### src/hw/rtl/utf8d_pkg.sv
// Shared types, status codes and lead byte constants for the extended UTF-8 decoder.
package utf8d_pkg;

    localparam logic [1:0] ST_OK       = 2'd0;
    localparam logic [1:0] ST_BAD_LEAD = 2'd1;
    localparam logic [1:0] ST_NO_CONT  = 2'd2;
    localparam logic [1:0] ST_OPEN_END = 2'd3;

    localparam logic [7:0] CONT_MASK  = 8'hc0;
    localparam logic [7:0] CONT_MARK  = 8'h80;
    localparam logic [7:0] CONT_BITS  = 8'h3f;
    localparam logic [7:0] ASCII_BITS = 8'h7f;
    localparam logic [7:0] LEAD2_BITS = 8'h1f;
    localparam logic [7:0] LEAD3_BITS = 8'h0f;
    localparam logic [7:0] LEAD4_BITS = 8'h07;
    localparam logic [7:0] LEAD5_BITS = 8'h03;

    localparam int unsigned REM_W = 3;

    typedef struct packed {
        logic [7:0] data_byte;
        logic       stream_end;
    } in_item_t;

    typedef struct packed {
        logic [31:0] code_point;
        logic [1:0]  status;
    } out_item_t;

    typedef struct packed {
        logic [31:0]      partial_value;
        logic [REM_W-1:0] bytes_remaining;
        logic             halted;
    } dec_state_t;

    typedef struct packed {
        dec_state_t state;
        logic       emit;
        out_item_t  res;
    } step_t;

endpackage

### src/hw/rtl/utf8d_step.sv
// Decode step: next state and optional result for one request.
module utf8d_step
    import utf8d_pkg::*;
(
    input  dec_state_t cur,
    input  in_item_t   item,
    output step_t      step
);

    logic [7:0]  b;
    logic [31:0] shifted;

    assign b       = item.data_byte;
    assign shifted = {cur.partial_value[25:0], b[5:0]};

    always_comb
    begin
        step                     = '0;
        step.state               = cur;
        step.res.status          = ST_OK;
        step.res.code_point      = '0;
        if (item.stream_end)
        begin
            step.state = '0;
            if ((cur.bytes_remaining != '0) && !cur.halted)
            begin
                step.emit       = 1'b1;
                step.res.status = ST_OPEN_END;
            end
        end
        else if (cur.halted)
        begin
            step.state = cur;
        end
        else if (cur.bytes_remaining != '0)
        begin
            if ((b & CONT_MASK) != CONT_MARK)
            begin
                step.state        = '0;
                step.state.halted = 1'b1;
                step.emit         = 1'b1;
                step.res.status   = ST_NO_CONT;
            end
            else if (cur.bytes_remaining == REM_W'(1))
            begin
                step.state.partial_value   = '0;
                step.state.bytes_remaining = '0;
                step.emit                  = 1'b1;
                step.res.code_point        = shifted;
            end
            else
            begin
                step.state.partial_value   = shifted;
                step.state.bytes_remaining = cur.bytes_remaining - REM_W'(1);
            end
        end
        else
        begin
            casez (b)
                8'b0???????:
                begin
                    step.emit           = 1'b1;
                    step.res.code_point = {24'd0, b & ASCII_BITS};
                end
                8'b10??????:
                begin
                    step.state.halted = 1'b1;
                    step.emit         = 1'b1;
                    step.res.status   = ST_BAD_LEAD;
                end
                8'b110?????:
                begin
                    step.state.partial_value   = {24'd0, b & LEAD2_BITS};
                    step.state.bytes_remaining = REM_W'(1);
                end
                8'b1110????:
                begin
                    step.state.partial_value   = {24'd0, b & LEAD3_BITS};
                    step.state.bytes_remaining = REM_W'(2);
                end
                8'b11110???:
                begin
                    step.state.partial_value   = {24'd0, b & LEAD4_BITS};
                    step.state.bytes_remaining = REM_W'(3);
                end
                8'b111110??:
                begin
                    step.state.partial_value   = {24'd0, b & LEAD5_BITS};
                    step.state.bytes_remaining = REM_W'(4);
                end
                default:
                begin
                    step.state.partial_value   = {24'd0, b & LEAD5_BITS};
                    step.state.bytes_remaining = REM_W'(5);
                end
            endcase
        end
    end

endmodule

### src/hw/rtl/utf8d_out_stage.sv
// Result register with valid/stall handshake toward the consumer.
module utf8d_out_stage
    import utf8d_pkg::*;
(
    input  logic      clk,
    input  logic      rst_n,
    input  logic      load,
    input  out_item_t load_item,
    output logic      free,
    output logic      dst_valid,
    input  logic      dst_stall,
    output out_item_t dst_data
);

    logic      valid_reg;
    logic      valid_next;
    out_item_t data_reg;

    assign free       = !valid_reg || !dst_stall;
    assign valid_next = load || (valid_reg && dst_stall);

    always_ff @(posedge clk or negedge rst_n)
    begin
        if (!rst_n)
        begin
            valid_reg <= 1'b0;
        end
        else
        begin
            valid_reg <= valid_next;
        end
    end

    always_ff @(posedge clk)
    begin
        if (load)
        begin
            data_reg <= load_item;
        end
    end

    assign dst_valid = valid_reg;
    assign dst_data  = data_reg;

endmodule

### src/hw/rtl/utf8_extended_decoder.sv
// Top level of the extended UTF-8 (32-bit) stream decoder.
//
//   channel | direction | payload     | handshake
//   src     | in        | in_item_t   | src_valid / src_stall
//   dst     | out       | out_item_t  | dst_valid / dst_stall
//
// One request per cycle is taken while src_stall is low; each passes the input register, then the
// decode step, and its result (if any) lands in the result register.
// The result register drives dst_valid, and a stalled result register holds back a new result.
// Reset clears the decode state, the halt flag and both valid bits.
// A stalled result holds; the input register drains when the step gives no
// result or the result register is free, else src_stall rises.
module utf8_extended_decoder
    import utf8d_pkg::*;
(
    input  logic      clk,
    input  logic      rst_n,
    input  logic      src_valid,
    output logic      src_stall,
    input  in_item_t  src_data,
    output logic      dst_valid,
    input  logic      dst_stall,
    output out_item_t dst_data
);

    logic       in_valid_reg;
    logic       in_valid_next;
    in_item_t   in_item_reg;
    dec_state_t state_reg;
    step_t      step;
    logic       out_free;
    logic       advance;
    logic       take;

    utf8d_step u_step (
        .cur  (state_reg),
        .item (in_item_reg),
        .step (step)
    );

    assign advance       = in_valid_reg && (out_free || !step.emit);
    assign src_stall     = in_valid_reg && !advance;
    assign take          = src_valid && !src_stall;
    assign in_valid_next = take || (in_valid_reg && !advance);

    always_ff @(posedge clk or negedge rst_n)
    begin
        if (!rst_n)
        begin
            in_valid_reg <= 1'b0;
            state_reg    <= '0;
        end
        else
        begin
            in_valid_reg <= in_valid_next;
            if (advance)
            begin
                state_reg <= step.state;
            end
        end
    end

    always_ff @(posedge clk)
    begin
        if (take)
        begin
            in_item_reg <= src_data;
        end
    end

    utf8d_out_stage u_out (
        .clk       (clk),
        .rst_n     (rst_n),
        .load      (advance && step.emit),
        .load_item (step.res),
        .free      (out_free),
        .dst_valid (dst_valid),
        .dst_stall (dst_stall),
        .dst_data  (dst_data)
    );

    a_err_zero: assert property (@(posedge clk) disable iff (!rst_n)
        dst_valid && (dst_data.status != ST_OK) |-> dst_data.code_point == '0)
        else $error("error result carries nonzero code point");

    a_halt_after_err: assert property (@(posedge clk) disable iff (!rst_n)
        advance && step.emit &&
        (step.res.status == ST_BAD_LEAD || step.res.status == ST_NO_CONT)
        |=> state_reg.halted)
        else $error("byte error did not halt decoder");

    a_end_clears: assert property (@(posedge clk) disable iff (!rst_n)
        advance && in_item_reg.stream_end
        |=> state_reg.bytes_remaining == '0 && !state_reg.halted)
        else $error("end request did not clear state");

    a_rem_range: assert property (@(posedge clk) disable iff (!rst_n)
        state_reg.bytes_remaining <= REM_W'(5))
        else $error("continuation count out of range");

endmodule

### config.mk
export PLATFORM = sky130hd
export DESIGN_NAME = utf8_extended_decoder
export DESIGN_NICKNAME = d
export VERILOG_FILES = /design/src/hw/rtl/utf8d_pkg.sv /design/src/hw/rtl/utf8d_step.sv /design/src/hw/rtl/utf8d_out_stage.sv /design/src/hw/rtl/utf8_extended_decoder.sv
export SDC_FILE = /design/constraint.sdc
export NUM_CORES = 1
export LEC_CHECK = 0
export ABC_CLOCK_PERIOD_IN_PS = 4600
export BUFFER_PORTS_ARGS = -buffer_cell sky130_fd_sc_hd__buf_2
export CAP_MARGIN = 25
export CORE_MARGIN = 1
export CORE_UTILIZATION = 25
export CTS_CLUSTER_SIZE = 14
export DETAILED_ROUTE_END_ITERATION = 10
export GPL_TIMING_DRIVEN = 0
export SETUP_SLACK_MARGIN = 0.3
export SLEW_MARGIN = 30
export SYNTH_ARGS = -nofsm -noshare
export SYNTH_HDL_FRONTEND = slang
export SYNTH_SLANG_ARGS = --single-unit
### constraint.sdc
create_clock -name clk -period 4.6 [get_ports clk]
set_input_delay 0.46 -clock clk [delete_from_list [all_inputs] [get_ports clk]]
set_output_delay 0.46 -clock clk [all_outputs]
set_load 0.02 [all_outputs]
# Word level (Yosys, flattened, before mapping)
# Cells that the tools add are included.
# op_classes
addsub,1
eq_ne,9
n_mux,19
bitwise,1
reduce_logical,20
# op_table
op,n
29-bit case mux with 5 select lines,1
65-bit 2-to-1 mux,1
29-bit 2-to-1 mux,2
35-bit 2-to-1 mux,1
33-bit 2-to-1 mux,1
32-bit 2-to-1 mux,1
31-bit 2-to-1 mux,1
30-bit 2-to-1 mux,1
7-bit 2-to-1 mux,1
6-bit == test (second input constant),1
1-bit logical AND,6
1-bit logical NOT,6
1-bit 2-to-1 mux,6
2-bit 2-to-1 mux,3
5-bit == test (second input constant),1
4-bit == test (second input constant),1
1-bit logical OR,4
2-bit inequality test (second input constant),2
2-bit OR reduction,2
3-bit by 1-bit == test with 1-bit output (second input constant),1
3-bit == test (second input constant),1
3-bit by 1-bit inequality test with 1-bit output (second input constant),1
3-bit AND reduction,1
3-bit nonzero test,1
other kinds (3),3
# totals
ff_bits,75
output_inout_bits,36
elab_cells,59

# Longest topological paths before layout
# depth
depth_word,14
depth_mapped,10
ltp_nobuf,8

# Cells and area by module
# From an unflattened synthesis, not the netlist that was laid out.
# unflattened
hier_cells,282
area_unflattened_um2,3824.9
# by_module_without_submodules
module,n_inst,cells_per_inst,area_per_inst_um2
utf8_extended_decoder,1,93,1699.1
utf8d_step,1,152,1068.5
utf8d_out_stage,1,37,1057.3

# Worst setup path before layout
# OpenSTA, ideal clock, no wires.
# synth_timing
path_type,flip-flop to flip-flop
start,register state_reg[1] (netlist bit)
end,"register u_out.data_reg (netlist bit u_out.dst_data[0]), enable pin"
t_arrival_ns,2.896
t_required_ns,4.163
path_slack_ns,1.267
stages_incl_launch_ff,8
n_path_buf,0
period_less_slack_ns,3.333
cell_sequence,dfrtp_1 -> inv_1 -> ha_1 -> o21ba_2 -> o211ai_2 -> nand2_1 -> nand2_1 -> a21oi_1
# synth_between
elab_chain_cells,10
elab_cells_between_ends,13
classes_between,eq/ne (1); mux (6); reduce/logical (6)
# synth_rtl
element,line_no,source
from (decl),utf8_extended_decoder.sv:29,dec_state_t state_reg;
from (signal assigned),utf8_extended_decoder.sv:58,state_reg <= step.state;
3-bit by 1-bit == test with 1-bit output,utf8d_step.sv:44,else if (cur.bytes_remaining == REM_W'(1))
33-bit 2-to-1 mux,utf8d_step.sv:44,
1-bit 2-to-1 mux,utf8d_step.sv:37,if ((b & CONT_MASK) != CONT_MARK)
65-bit 2-to-1 mux,utf8d_step.sv:35,else if (cur.bytes_remaining != '0)
35-bit 2-to-1 mux,utf8d_step.sv:31,else if (cur.halted)
31-bit 2-to-1 mux (*),utf8d_step.sv:22,if (item.stream_end)
1-bit logical NOT,utf8_extended_decoder.sv:41,assign advance = in_valid_reg && (out_free || !step.emit);
1-bit logical OR,utf8_extended_decoder.sv:41,
1-bit logical AND,utf8_extended_decoder.sv:41,
1-bit logical AND (*),utf8_extended_decoder.sv:74,".load (advance && step.emit),"
via u_out.load,utf8d_out_stage.sv:7,"input logic load,"
to (signal assigned),utf8d_out_stage.sv:38,data_reg <= load_item;
to (decl),utf8d_out_stage.sv:17,out_item_t data_reg;
# The timed path passes the listed nets; every way through them passes the cells marked *.
# A chain may end at the register's enable or synchronous reset.

# Final worst setup path
# layout_timing
start,register state_reg[1] (netlist bit)
end,output port src_stall
# layout_between
elab_chain_cells,11
elab_cells_between_ends,14
classes_between,eq/ne (1); mux (6); reduce/logical (7)
# layout_rtl
element,line_no,source
3-bit by 1-bit == test with 1-bit output,utf8d_step.sv:44,
33-bit 2-to-1 mux,utf8d_step.sv:44,
1-bit 2-to-1 mux,utf8d_step.sv:37,
65-bit 2-to-1 mux,utf8d_step.sv:35,
35-bit 2-to-1 mux,utf8d_step.sv:31,
31-bit 2-to-1 mux (*),utf8d_step.sv:22,
1-bit logical NOT (*),utf8_extended_decoder.sv:41,
1-bit logical OR (*),utf8_extended_decoder.sv:41,
1-bit logical AND (*),utf8_extended_decoder.sv:41,
1-bit logical NOT (*),utf8_extended_decoder.sv:42,assign src_stall = in_valid_reg && !advance;
1-bit logical AND (*),utf8_extended_decoder.sv:42,
to (decl),utf8_extended_decoder.sv:19,"output logic src_stall,"
# Every way passes the cells marked *; elsewhere a longest branch is shown, timed or not.

==> flow_metrics.py <==
metrics = {
    "cells_and_area": {
        "final_common_cell": "buf_2",
        "diodes": 0,
        "postLayoutCoreUtil_pct": 32.0,
        "final_layout_size_suffix_gt1_share_pct": 23.5,
        "fin_cells": 504,
        "final_cell_mix": "buf_2, edfxtp_1, nand2_1",
        "area_growth_pct": 24.2,
        "largest_reg_flops": 34,
        "final_nets": 345,
    },
    "clock_network": {
        "clock_sinks": 75,
        "post-cts-setup-buffers": 0,
        "clock_latency_ns": 0.33,
        "cts.hold.buffers_added": 0,
        "cts_inserted_buffers": 9,
        "clk_pin_slew_ns": 0.06,
        "ctsResizeCount": 0,
        "cts.path.max_buffers": 2,
        "cts-root-buf": "clkbuf_16",
        "cts.htree.levels": 3,
        "cts_tree": "yes",
    },
    "global_routing": {
        "grt_pass1_vias": 2227,
        "grt_pass1_wl_microns": 11400,
        "overflow": 0,
        "grt_max_degree": 33,
        "grt_use_total_pct": 11.3,
        "antenna_found_initial": 0,
    },
    "hold_path": {
        "worstHoldPathType": "in2async",
    },
    "timing": {
        "fin_tns_setup_ns": 0,
        "max_freq_ghz": 0.398,
        "drv_slew": 0,
        "finClkSkew_ns": 0.00624,
        "finalHoldViolCount": 0,
        "maxSlewHeadroom_pct": 50.4,
        "whs_ns": 0.188,
        "min_period_over_period_pct": 54.6,
        "min_period_ns": 2.51,
        "rsz0062_at_grt": "no",
        "tightestPinTransition_ns": 0.744,
        "final-setup-viol-count": 0,
    },
    "logic_synthesis": {
        "synth_fp_nets": 285,
        "ys_seq_area_share_pct": 63.8,
        "synth_cell_type_count": 43,
        "yosysWarnings": 0,
        "syn_avg_cell_area_sq_um": 12.3,
        "synthFlopType": "edfxtp_1",
        "synth_area_sq_um": 3280,
        "async_flop_share_pct": 42.7,
        "syn_inst": 267,
        "ys_ff_latch": 75,
        "synth_edf_count": 43,
    },
    "detailed_routing": {
        "firstDrtPassIters": 4,
        "drt.antenna.violating_nets": 0,
        "drtIter0Drc": 203,
        "routed-via-count": 2202,
        "drcViolationCount": 0,
        "wl_per_cell_microns": 14.0,
        "routed_via_density": 4.37,
        "wirelength_microns": 7070,
    },
    "place": {
        "gp_congestion": 0.813,
        "dp_hpwl_microns": 4990,
        "dp_cells": 488,
        "numPortBuffers": 48,
    },
    "setup_path": {
        "startpoint_type": "flip-flop",
        "path_max_fanout": 7,
        "end_kind": "primary output",
        "worstPathArrival_ns": 2.05,
        "critPathKind": "reg2out",
        "critPathRequiredTime_ns": 4.14,
    },
    "floorplanning": {
        "initial_core_util_pct": 25.8,
        "fp.dieArea_sq_um": 13600,
        "fp.dieW_microns": 117,
        "fp-row-count": 41,
        "io_pins": 49,
        "core_area_sq_um": 12700,
        "fp.dieH_microns": 117,
    },
    "power": {
        "powerDensity_nw_per_um2": 519,
        "fin_total_pwr_mw": 2.12,
        "p_leak_nw": 1.62,
        "ir_drop_v": 0.000182,
    },
    "flow_run": {
        "drv_cap": 0,
    },
    "status": {
        "status": "finished clean",
    },
}
## final cells by class
cell class,count,area [sq um]
Multi-Input combinational cell,148,1010
Fill cell,1346,8650
Tap cell,172,215
Inverter,29,109
Buffer,15,76.3
Clock inverter,7,75.1
Clock buffer,9,225
Timing Repair Buffer,49,268
Sequential cell,75,2090
## kinds of logic after synthesis
family                   synth area share [%]
adder cells (fa/ha/maj)                  1.91
flip-flops                               63.8
AO/OA/AOI/OAI                            4.39
buffers and inverters                    5.64
AND/OR/NAND/NOR                          15.6
multiplexers                             8.66
## synthesized netlist by cell type (2+ instances only)
cell type	instances	area share [%]
inv_1	28	3.2
and3_1	8	1.5
nand2_1	34	3.9
buf_4	2	0.46
o21ai_0	3	0.46
nand2b_1	2	0.38
nand3b_1	2	0.46
nor2b_1	2	0.38
mux2_1	3	1.0
mux2i_1	25	7.6
nand4b_1	2	0.53
dfrtp_1	32	24
nor4_1	23	4.4
edfxtp_1	43	39
and2_1	2	0.38
a21oi_1	4	0.61
o211ai_1	2	0.46
nor2_1	4	0.46
clkbuf_1	11	1.3
nor3_1	5	0.76
nand3_1	4	0.61
ha_1	5	1.9
## power breakdown
| group | total, mW | internal [mW] | switching, mW |
|---|---|---|---|
| clock | 0.705 | 0.423 | 0.282 |
| sequential | 0.873 | 0.827 | 0.0457 |
| combinational | 0.537 | 0.179 | 0.358 |
| total | 2.12 | 1.43 | 0.685 |
## metal layers
metal | part of all wire, % | GRT usage, % | vias to the layer above
met4 | 2.7 | 6.41 | 0
met5 | 0 | 0 | -
met3 | 6.5 | 3.22 | 15
met1 | 46 | 15.0 | 1053
li1 | - | - | 1076
met2 | 45 | 16.6 | 58
## worst max-delay path, cell delays in order, from the launching register on
cell and delay (ns):
dfrtp_1 0.40, inv_1 0.11, ha_1 0.26, o21ba_2 0.27, o211ai_2 0.12, nand2_1 0.10, nand2_1 0.14, nor2_1 0.14
buf_2 0.17
## per-stage QoR
stage	area (sq um)	setup WS, ns
floorplan	3280	1.27
global placement	3740	0.312
detailed placement	3770	2.12
CTS	4080	2.07
global route	4080	1.94
finish	4080	2.09
## final timing paths
| path | depth (start not counted) | slack [ns] | from | end |
|---|---|---|---|---|
| setup / recovery | 8 | 2.09 | state_reg[1]$_DFFE_PN0P_ | src_stall |
| hold / removal | 1 | 0.19 | rst_n | state_reg[28]$_DFFE_PN0P_ |
| setup reg to reg | 8 | 2.12 | state_reg[1]$_DFFE_PN0P_ | u_out.dst_data[28]$_SDFFCE_PP0P_ |
| hold reg to reg | 1 | 0.51 | state_reg[12]$_DFFE_PN0P_ | state_reg[12]$_DFFE_PN0P_ |
| max in group asynchronous | 1 | 3.93 | rst_n | in_valid_reg$_DFF_PN0_ |
| min in group clk | 1 | 0.30 | src_data[7] | in_item_reg[7]$_DFFE_PP_ |
Note: power is estimated with default switching activity, not from simulation.
